**src/rtl/tlru_pkg.sv**
```systemverilog
// ----------------------------------------------------------------------------
// tlru_pkg
// shared types and codes for the two-list lru page replacement core
// ----------------------------------------------------------------------------
package tlru_pkg;

  localparam int unsigned FIELD_PAGE_W = 20;
  localparam int unsigned CFG_IDX_W    = 3;

  // configuration register indexes
  localparam logic [CFG_IDX_W-1:0] CFG_ACTIVE_SIZE  = 3'd0;
  localparam logic [CFG_IDX_W-1:0] CFG_SECOND_SIZE  = 3'd1;
  localparam logic [CFG_IDX_W-1:0] CFG_WS_MAX_SIZE  = 3'd2;
  localparam logic [CFG_IDX_W-1:0] CFG_HEAP_FIRST   = 3'd3;
  localparam logic [CFG_IDX_W-1:0] CFG_HEAP_END     = 3'd4;
  localparam logic [CFG_IDX_W-1:0] CFG_STACK_FIRST  = 3'd5;
  localparam logic [CFG_IDX_W-1:0] CFG_STACK_END    = 3'd6;

  typedef enum logic [2:0] {
    OUT_PLACED   = 3'd0,
    OUT_PROMOTED = 3'd1,
    OUT_DEMOTED  = 3'd2,
    OUT_EVICTED  = 3'd3,
    OUT_NONE     = 3'd4
  } outcome_e;

  typedef enum logic [3:0] {
    ST_IDLE,
    ST_SRD,
    ST_SCMP,
    ST_SHRD,
    ST_SHWR,
    ST_EVRD,
    ST_EVWB,
    ST_DMRD,
    ST_DMWB,
    ST_PUSH,
    ST_DONE
  } state_e;

endpackage

```
**src/rtl/two_list_lru_page_replacement_core.sv**
```systemverilog
// sequence: a killed placement or no action goes straight to the output register; a
// placement pushes the page first; a promotion reads and compares second-list entries,
// shifts the entries ahead of the hit (read, write), demotes (read, write back), pushes
// and registers the result; one request at a time, taken only while the sequencer idles
// the next request is taken while a finished result still waits at the output
// reset: counts and ring heads clear at once, list memories need no clearing pass
// ----------------------------------------------------------------------------
// two_list_lru_page_replacement_core
// active and second-chance page lists held as ring buffers in synchronous memories
// ----------------------------------------------------------------------------
module two_list_lru_page_replacement_core
  import tlru_pkg::*;
#(
  parameter int unsigned ACTIVE_DEPTH = 16,
  parameter int unsigned SECOND_DEPTH = 16
) (
  input  logic                 clk_i,
  input  logic                 rst_ni,
  // fault requests
  input  logic                 s_axis_tvalid,
  output logic                 s_axis_tready,
  input  logic [23:0]          s_axis_tdata,   // [19:0] fault_page, rest zero
  input  logic                 s_axis_tuser,   // [0] in_page_file
  // results
  output logic                 m_axis_tvalid,
  input  logic                 m_axis_tready,
  output logic [47:0]          m_axis_tdata,   // [0] demoted_valid, [20:1] demoted_page,
                                               // [21] evicted_valid, [41:22] evicted_page
  output logic [3:0]           m_axis_tuser,   // [2:0] outcome, [3] killed
  // configuration writes
  input  logic                 cfg_valid_i,
  output logic                 cfg_ready_o,
  input  logic [CFG_IDX_W-1:0] cfg_index_i,
  input  logic [19:0]          cfg_data_i
);

  // page number width follows the fixed field width of the stream ports
  localparam int unsigned PAGE_BITS = FIELD_PAGE_W;

  // pointer and count widths for each ring
  localparam int unsigned AAW  = (ACTIVE_DEPTH > 1) ? $clog2(ACTIVE_DEPTH) : 1;
  localparam int unsigned SAW  = (SECOND_DEPTH > 1) ? $clog2(SECOND_DEPTH) : 1;
  localparam int unsigned ACW  = $clog2(ACTIVE_DEPTH + 1);
  localparam int unsigned SCW  = $clog2(SECOND_DEPTH + 1);
  localparam int unsigned CMPW = 10;   // holds the sum of both counts and every limit

  // ring address helpers: base plus logical offset, wrapped once
  function automatic logic [AAW-1:0] a_pos(input logic [AAW-1:0] b, input logic [ACW-1:0] k);
    logic [ACW:0] s;
    s = (ACW+1)'(b) + (ACW+1)'(k);
    if (s >= (ACW+1)'(ACTIVE_DEPTH)) s = s - (ACW+1)'(ACTIVE_DEPTH);
    return AAW'(s);
  endfunction

  function automatic logic [SAW-1:0] s_pos(input logic [SAW-1:0] b, input logic [SCW-1:0] k);
    logic [SCW:0] s;
    s = (SCW+1)'(b) + (SCW+1)'(k);
    if (s >= (SCW+1)'(SECOND_DEPTH)) s = s - (SCW+1)'(SECOND_DEPTH);
    return SAW'(s);
  endfunction

  function automatic logic [AAW-1:0] a_dec(input logic [AAW-1:0] b);
    return (b == '0) ? AAW'(ACTIVE_DEPTH - 1) : AAW'(b - 1'b1);
  endfunction

  function automatic logic [SAW-1:0] s_dec(input logic [SAW-1:0] b);
    return (b == '0) ? SAW'(SECOND_DEPTH - 1) : SAW'(b - 1'b1);
  endfunction

  // configuration registers
  logic [4:0]  active_size_q, second_size_q;
  logic [5:0]  ws_max_q;
  logic [19:0] heap_first_q, heap_end_q, stack_first_q, stack_end_q;

  // list state
  logic [ACW-1:0] ac_q, ac_d;
  logic [SCW-1:0] sc_q, sc_d;
  logic [AAW-1:0] ahead_q, ahead_d;
  logic [SAW-1:0] shead_q, shead_d;

  // per-request working registers
  state_e         state_q, state_d;
  logic [PAGE_BITS-1:0] p_q, p_d;
  logic           kill_q, kill_d;
  logic           full_q, full_d;     // working set at its limit
  logic           promo_q, promo_d;
  logic           push_q, push_d;
  logic [SCW-1:0] i_q, i_d;           // search index, then shift index
  outcome_e       outc_q, outc_d;
  logic           killed_q, killed_d;
  logic           dv_q, dv_d, ev_q, ev_d;
  logic [PAGE_BITS-1:0] dp_q, dp_d, ep_q, ep_d;

  // output register
  logic           out_valid_q, out_valid_d;
  logic [47:0]    out_data_q, out_data_d;
  logic [3:0]     out_user_q, out_user_d;

  // memories
  logic [PAGE_BITS-1:0] amem [ACTIVE_DEPTH];
  logic [PAGE_BITS-1:0] smem [SECOND_DEPTH];
  logic [PAGE_BITS-1:0] ard_q, srd_q;
  logic [AAW-1:0]       a_raddr, a_waddr;
  logic [SAW-1:0]       s_raddr, s_waddr;
  logic                 a_we, s_we;
  logic [PAGE_BITS-1:0] a_wdata, s_wdata;

  // request decode
  logic [PAGE_BITS-1:0] in_page;
  logic [19:0]          cmp_page;
  logic                 in_kill;
  logic [CMPW-1:0]      alim, slim, sum_cnt;
  logic                 ws_room, act_room, try_second;
  logic                 in_acc;

  assign in_page  = PAGE_BITS'(s_axis_tdata[19:0]);
  assign cmp_page = 20'(in_page);
  assign in_kill  = !s_axis_tuser
                    && !(cmp_page >= heap_first_q && cmp_page < heap_end_q)
                    && !(cmp_page >= stack_first_q && cmp_page < stack_end_q);

  // limits above the memory depth behave as the depth
  assign alim = (CMPW'(active_size_q) < CMPW'(ACTIVE_DEPTH)) ? CMPW'(active_size_q)
                                                              : CMPW'(ACTIVE_DEPTH);
  assign slim = (CMPW'(second_size_q) < CMPW'(SECOND_DEPTH)) ? CMPW'(second_size_q)
                                                              : CMPW'(SECOND_DEPTH);
  assign sum_cnt    = CMPW'(ac_q) + CMPW'(sc_q);
  assign ws_room    = sum_cnt < CMPW'(ws_max_q);
  assign act_room   = CMPW'(ac_q) < alim;
  assign try_second = !ws_room || (CMPW'(ac_q) == alim && CMPW'(sc_q) < slim);

  assign s_axis_tready = (state_q == ST_IDLE);
  assign in_acc        = s_axis_tvalid && s_axis_tready;
  assign cfg_ready_o   = 1'b1;

  assign m_axis_tvalid = out_valid_q;
  assign m_axis_tdata  = out_data_q;
  assign m_axis_tuser  = out_user_q;

  // sequencer: next state, list updates and memory accesses
  always_comb begin
    logic go_dem;
    logic no_hit;
    go_dem      = 1'b0;
    no_hit      = 1'b0;
    state_d     = state_q;
    ac_d        = ac_q;
    sc_d        = sc_q;
    ahead_d     = ahead_q;
    shead_d     = shead_q;
    p_d         = p_q;
    kill_d      = kill_q;
    full_d      = full_q;
    promo_d     = promo_q;
    push_d      = push_q;
    i_d         = i_q;
    outc_d      = outc_q;
    killed_d    = killed_q;
    dv_d        = dv_q;
    ev_d        = ev_q;
    dp_d        = dp_q;
    ep_d        = ep_q;
    out_valid_d = out_valid_q && !m_axis_tready;
    out_data_d  = out_data_q;
    out_user_d  = out_user_q;
    a_raddr     = a_pos(ahead_q, ACW'(ac_q - 1'b1));
    s_raddr     = s_pos(shead_q, i_q);
    a_we        = 1'b0;
    s_we        = 1'b0;
    a_waddr     = a_dec(ahead_q);
    s_waddr     = s_dec(shead_q);
    a_wdata     = p_q;
    s_wdata     = ard_q;

    case (state_q)
      ST_IDLE: begin
        if (in_acc) begin
          p_d      = in_page;
          kill_d   = in_kill;
          full_d   = !ws_room;
          promo_d  = 1'b0;
          push_d   = 1'b0;
          i_d      = '0;
          dv_d     = 1'b0;
          ev_d     = 1'b0;
          dp_d     = '0;
          ep_d     = '0;
          killed_d = 1'b0;
          outc_d   = OUT_NONE;
          if (ws_room && act_room) begin
            outc_d   = OUT_PLACED;
            killed_d = in_kill;
            push_d   = !in_kill;
            state_d  = in_kill ? ST_DONE : ST_PUSH;
          end else if (try_second) begin
            if (sc_q == '0) begin
              // nothing to search: straight to the miss path
              if (!ws_room) outc_d = OUT_EVICTED;
              else          outc_d = OUT_DEMOTED;
              killed_d = in_kill;
              push_d   = !in_kill;
              go_dem   = 1'b1;
            end else begin
              state_d = ST_SRD;
            end
          end else begin
            state_d = ST_DONE;
          end
        end
      end

      ST_SRD: begin
        state_d = ST_SCMP;
      end

      ST_SCMP: begin
        if (srd_q == p_q) begin
          outc_d  = OUT_PROMOTED;
          promo_d = 1'b1;
          push_d  = 1'b1;
          if (i_q == '0) go_dem = 1'b1;
          else           state_d = ST_SHRD;
        end else if (SCW'(i_q + 1'b1) < sc_q) begin
          i_d     = SCW'(i_q + 1'b1);
          state_d = ST_SRD;
        end else begin
          no_hit = 1'b1;
        end
      end

      // close the gap: entries ahead of the hit move one place towards the tail
      ST_SHRD: begin
        s_raddr = s_pos(shead_q, SCW'(i_q - 1'b1));
        state_d = ST_SHWR;
      end

      ST_SHWR: begin
        s_we    = 1'b1;
        s_waddr = s_pos(shead_q, i_q);
        s_wdata = srd_q;
        i_d     = SCW'(i_q - 1'b1);
        if (SCW'(i_q - 1'b1) == '0) go_dem = 1'b1;
        else                        state_d = ST_SHRD;
      end

      ST_EVRD: begin
        s_raddr = s_pos(shead_q, SCW'(sc_q - 1'b1));
        state_d = ST_EVWB;
      end

      ST_EVWB: begin
        ev_d   = 1'b1;
        ep_d   = srd_q;
        sc_d   = SCW'(sc_q - 1'b1);
        go_dem = 1'b1;
      end

      ST_DMRD: begin
        state_d = ST_DMWB;
      end

      ST_DMWB: begin
        dv_d = 1'b1;
        dp_d = ard_q;
        ac_d = ACW'(ac_q - 1'b1);
        s_we = 1'b1;
        if (promo_q) begin
          // the freed head slot takes the demoted page
          s_waddr = shead_q;
        end else begin
          shead_d = s_dec(shead_q);
          sc_d    = SCW'(sc_q + 1'b1);
        end
        state_d = push_q ? ST_PUSH : ST_DONE;
      end

      ST_PUSH: begin
        a_we    = 1'b1;
        ahead_d = a_dec(ahead_q);
        ac_d    = ACW'(ac_d + 1'b1);
        state_d = ST_DONE;
      end

      ST_DONE: begin
        if (!out_valid_q || m_axis_tready) begin
          out_valid_d = 1'b1;
          out_data_d  = {6'b0, 20'(ep_q), ev_q, 20'(dp_q), dv_q};
          out_user_d  = {killed_q, outc_q};
          state_d     = ST_IDLE;
        end
      end

      default: begin
        state_d = ST_IDLE;
      end
    endcase

    // search missed: evict when the working set is full, then demote
    if (no_hit) begin
      outc_d   = full_q ? OUT_EVICTED : OUT_DEMOTED;
      killed_d = kill_q;
      push_d   = !kill_q;
      if (full_q) state_d = ST_EVRD;
      else        go_dem  = 1'b1;
    end

    // demotion step, or skip it when the active list is empty
    if (go_dem) begin
      if (ac_d != '0) begin
        state_d = ST_DMRD;
      end else begin
        if (promo_d) begin
          shead_d = s_pos(shead_q, SCW'(1));
          sc_d    = SCW'(sc_d - 1'b1);
        end
        state_d = push_d ? ST_PUSH : ST_DONE;
      end
    end
  end

  // memories
  always_ff @(posedge clk_i) begin
    if (a_we) amem[a_waddr] <= a_wdata;
    ard_q <= amem[a_raddr];
  end

  always_ff @(posedge clk_i) begin
    if (s_we) smem[s_waddr] <= s_wdata;
    srd_q <= smem[s_raddr];
  end

  // control state
  always_ff @(posedge clk_i or negedge rst_ni) begin
    if (!rst_ni) begin
      state_q       <= ST_IDLE;
      ac_q          <= '0;
      sc_q          <= '0;
      ahead_q       <= '0;
      shead_q       <= '0;
      out_valid_q   <= 1'b0;
      active_size_q <= 5'd16;
      second_size_q <= 5'd16;
      ws_max_q      <= 6'd32;
      heap_first_q  <= '0;
      heap_end_q    <= '0;
      stack_first_q <= '0;
      stack_end_q   <= '0;
    end else begin
      state_q     <= state_d;
      ac_q        <= ac_d;
      sc_q        <= sc_d;
      ahead_q     <= ahead_d;
      shead_q     <= shead_d;
      out_valid_q <= out_valid_d;
      if (cfg_valid_i && cfg_ready_o) begin
        case (cfg_index_i)
          CFG_ACTIVE_SIZE: active_size_q <= cfg_data_i[4:0];
          CFG_SECOND_SIZE: second_size_q <= cfg_data_i[4:0];
          CFG_WS_MAX_SIZE: ws_max_q      <= cfg_data_i[5:0];
          CFG_HEAP_FIRST:  heap_first_q  <= cfg_data_i;
          CFG_HEAP_END:    heap_end_q    <= cfg_data_i;
          CFG_STACK_FIRST: stack_first_q <= cfg_data_i;
          CFG_STACK_END:   stack_end_q   <= cfg_data_i;
          default: ;
        endcase
      end
    end
  end

  // payload
  always_ff @(posedge clk_i) begin
    p_q        <= p_d;
    kill_q     <= kill_d;
    full_q     <= full_d;
    promo_q    <= promo_d;
    push_q     <= push_d;
    i_q        <= i_d;
    outc_q     <= outc_d;
    killed_q   <= killed_d;
    dv_q       <= dv_d;
    ev_q       <= ev_d;
    dp_q       <= dp_d;
    ep_q       <= ep_d;
    out_data_q <= out_data_d;
    out_user_q <= out_user_d;
  end

endmodule
```
**config.mk**
```make
export PLATFORM = sky130hd
export DESIGN_NAME = two_list_lru_page_replacement_core
export DESIGN_NICKNAME = d
export VERILOG_FILES = /design/src/rtl/tlru_pkg.sv /design/src/rtl/two_list_lru_page_replacement_core.sv
export SDC_FILE = /design/constraint.sdc
export NUM_CORES = 1
export LEC_CHECK = 0
export BUFFER_PORTS_ARGS = -buffer_cell sky130_fd_sc_hd__clkbuf_2
export CAP_MARGIN = 25
export CORE_ASPECT_RATIO = 1.1
export CORE_MARGIN = 4
export CORE_UTILIZATION = 60
export DETAILED_ROUTE_END_ITERATION = 6
export GPL_TIMING_DRIVEN = 1
export MAX_ROUTING_LAYER = met4
export PLACE_DENSITY = 0.77
export SETUP_SLACK_MARGIN = 0.15
export SLEW_MARGIN = 20
export SYNTH_ARGS = -nofsm -noshare
export SYNTH_HDL_FRONTEND = slang
export SYNTH_SLANG_ARGS = --single-unit
```
**constraint.sdc**
```tcl
create_clock -name clk_i -period 4.2 [get_ports clk_i]
set_input_delay 0.21 -clock clk_i [delete_from_list [all_inputs] [get_ports clk_i]]
set_output_delay 0.21 -clock clk_i [all_outputs]
set_load 0.05 [all_outputs]
```
==> results.md <==
* Status: finished, final reports clean
* Vias in the first global route at 21900
* Synth-to-Final Area Change at 14.3%
* Power density over cell area at 899 mW/mm2
* Starting DRT DRC Count at 2209
* CTS Buf Count at 88
* Clock skew at 0.0257 ns
* # DRC at 0
* Pwr Total at 39.5 mW
* Initial core utilization at 60.5%
* Reg-to-Reg End: shead_q[3]
* Die ar. at 0.0682 mm2
* Synth warnings at 0
* Via density at 6.15
* I/O Buffers at 96
* Maximum clock rate at 270 MHz
* Final instance area at 0.0439 mm2
* Final hold slack at 0.0541 ns
* Clk sinks at 920
* Core Area at 0.0636 mm2
* DIE HEIGHT at 273 um
* Largest net degree at the start of global routing at 81
* Nets at 2716
* FF-to-FF Start: ac_q[0]
* Chip Width at 249 um
* Worst Max-Slew Pin Slew at 1.05 ns
* Cell count of the worst reg-to-reg path at 17
* Final setup violation count at 0
* Critical Path Start Type: register
* H-tree depth at 3
* Hold Vio Cnt, Final at 0
* I/O pin cnt at 108
* Sequential cell area at 0.0266 mm2
* DR pass1 iterations at 7
* Crit path from: ac_q[0]
* CP endpoint kind: register
* Peak supply drop at 1.13 mV
* Max-cap viol count at 0
* Fraction of the cycle the final worst path needs at 88.3%
* Synthesis-stage register bit count at 920
* Vias at 21200
* Initial antenna violation count at 0
* Ys flop type: edfxtp_1
* Overflow after GRT at 0
* Post-Syn Area at 0.0384 mm2
* Max Root-Sink Buffers at 3
* Total track usage at 26.3%
* Cells after Synth at 2300
* Worst R2R Setup Slack at 0.49 ns
* Unrepaired setup endpoints after global routing: no
* First-pass GRT wire length at 132000 um
* Ys async rst share at 12.9%
* Hold crit path type: input pin to async pin
* Sequential fraction of the synthesis area at 69.2%
* Max-slew headroom at 30.1%
* Crit path capture: shead_q[3]
* Pleak at 16.0 nW
* Share of cells above drive strength 1 at 24.1%
* Antenna Violating Nets Remaining at 0
* CP required at 4.72 ns
* Crit path time final at 3.71 ns
* Post-synth EDFFs at 759
* Setup TNS at 0 ns
* Yosys cell types at 79
* Routed len/inst at 25.0 um
* Final wirelength at 86000 um
* CTS tree: built
* Antenna cells at 0
* Worst-path clk slew at 0.07 ns
* Final Max Slew Viols at 0
* Clock latency on the worst-skew pair at 0.64 ns
* Mapped Avg Cell Area at 16.7 um2
* CP Data Arrival Time at 4.23 ns
* Fill cells at 4048
* Worst-path fanout max at 10
* Root Buffer: clkbuf_16
* Critical path class: register to register
* Placer Congestion at 0.871
* Placed wire-length estimate at 53600 um
* FP Rows at 97
* Area of the multi-input gates at 0.0111 mm2
* Area after DPL at 0.0405 mm2
stage by stage:
| step | cells | setup slack [ns] | util [%] |
|---|---|---|---|
| 2_1_floorplan | 2305 | 0.654 | - |
| 3_3_place_gp | 3239 | 0.458 | 63.7 |
| 3_5_place_dp | 3241 | 0.464 | 63.8 |
| 4_1_cts | 3446 | 0.432 | 69.1 |
| 5_1_grt | 3446 | 0.211 | 69.1 |
| 6_report | 3446 | 0.493 | 69.1 |
Yosys cell counts, types with 48 or more instances:
cell type | n | area [um2]
dfrtp_1 | 116 | 2900
nor2_1 | 70 | 263
ha_1 | 127 | 1590
clkbuf_1 | 58 | 218
nor2b_1 | 48 | 300
o21ai_0 | 72 | 360
inv_1 | 112 | 420
nand2_1 | 160 | 601
mux4_2 | 160 | 3600
edfxtp_1 | 759 | 22800
a21oi_1 | 87 | 435
mux2_2 | 73 | 822
worst min-delay path by stage:
stage | slack, ns | startpoint | depth (start not counted) | end
floorplan | -0.09 | rst_ni | 0 | ac_q[0]
global placement | 0.18 | rst_ni | 1 | stack_end_q[8]
detailed placement | 0.18 | rst_ni | 1 | stack_end_q[8]
CTS | 0.02 | cfg_index_i[0] | 4 | active_size_q[4]
global route | 0.09 | rst_ni | 2 | heap_first_q[6]
finish | 0.05 | rst_ni | 2 | stack_end_q[8]
sequential cells by signal, indices dropped and copies added, names as in the netlist, 6 cells and up:
signal and count:
ws_max_q 6, amem 320, dp_q 20, stack_first_q 20, srd_q 20, heap_first_q 20, a_wdata 20, stack_end_q 20
ep_q 20, ard_q 20, smem 320, heap_end_q 20, m_axis_tdata 42
cells in the final DEF (no fill, tap or decap), types with 10 or more instances in the layout:
cell / n
a211oi_1: 46
a21o_1: 16
a21oi_1: 87
and2_1: 23
and3_1: 22
buf_4: 92
clkbuf_1: 25
clkbuf_16: 90
clkbuf_2: 95
dfrtp_1: 116
dfxtp_1: 42
dlygate4sd3_1: 42
edfxtp_1: 759
ha_1: 126
inv_1: 112
mux2_2: 73
mux2i_1: 46
mux4_2: 160
nand2_1: 160
nand2b_1: 12
nand3_1: 14
nand4_1: 11
nor2_1: 38
nor2_2: 33
nor2b_1: 48
nor3_1: 19
o21ai_0: 72
xnor2_1: 43
xor2_1: 10
power by group:
part	switching, mW	internal (mW)	leakage (nW)
clock	3.40	4.70	1.42
sequential	0.926	12.1	8.64
combinational	10.4	7.97	5.89
total	14.7	24.8	16.0
logic make-up (layout without fill, tap and decap cells):
| logic type | after synthesis | count (layout) | share of synthesized area (%) |
|---|---|---|---|
| simple gates | 426 | 426 | 5.63 |
| fa+ha+maj | 131 | 131 | 4.34 |
| xor+xnor | 56 | 56 | 1.30 |
| flops | 920 | 920 | 69.2 |
| buf+inv | 213 | 513 | 2.33 |
| mux | 281 | 281 | 12.8 |
| compound gates | 271 | 271 | 4.37 |
| other cells | 2 | 7 | 0.0195 |
final cells by class:
class / instances / area share, %
inverter: 112 / 0.957
sequential: 920 / 60.6
tap: 841 / 2.39
clock buffer: 124 / 5.62
timing repair buffer: 238 / 3.98
multi-input combinational: 1172 / 25.4
clock inverter: 39 / 1.14
metal layers:
metal | vias up | part of all wire, % | GRT usage, %
li1 | 9278 | - | -
met1 | 10700 | 39 | 35.7
met2 | 1041 | 49 | 41.4
met3 | 169 | 8.7 | 4.35
met4 | 0 | 3.3 | 9.26
met5 | - | 0 | -
repair_timing:
| item | CTS | global route |
|---|---|---|
| buffers inserted | 0 | 0 |
| resized for setup | 0 | 1 |
| endpoints found under the hold margin | 147 | 0 |
| hold buffers | 42 | 0 |
| endpoints found under the setup margin | 0 | 4 |
critical path, stage by stage, from the launching register on:
cell,delay [ns]
dfrtp_1,0.44
ha_1,0.21
inv_1,0.05
fa_1,0.39
inv_1,0.07
a21o_1,0.10
a21oi_1,0.07
xnor2_1,0.13
ha_1,0.29
a21o_1,0.18
a21oi_1,0.15
o31ai_1,0.10
buf_4,0.16
a21o_1,0.20
and3_1,0.24
o211ai_4,0.33
nor3_1,0.08
or3_1,0.38
No activity file was read; power rests on OpenSTA's default activity.
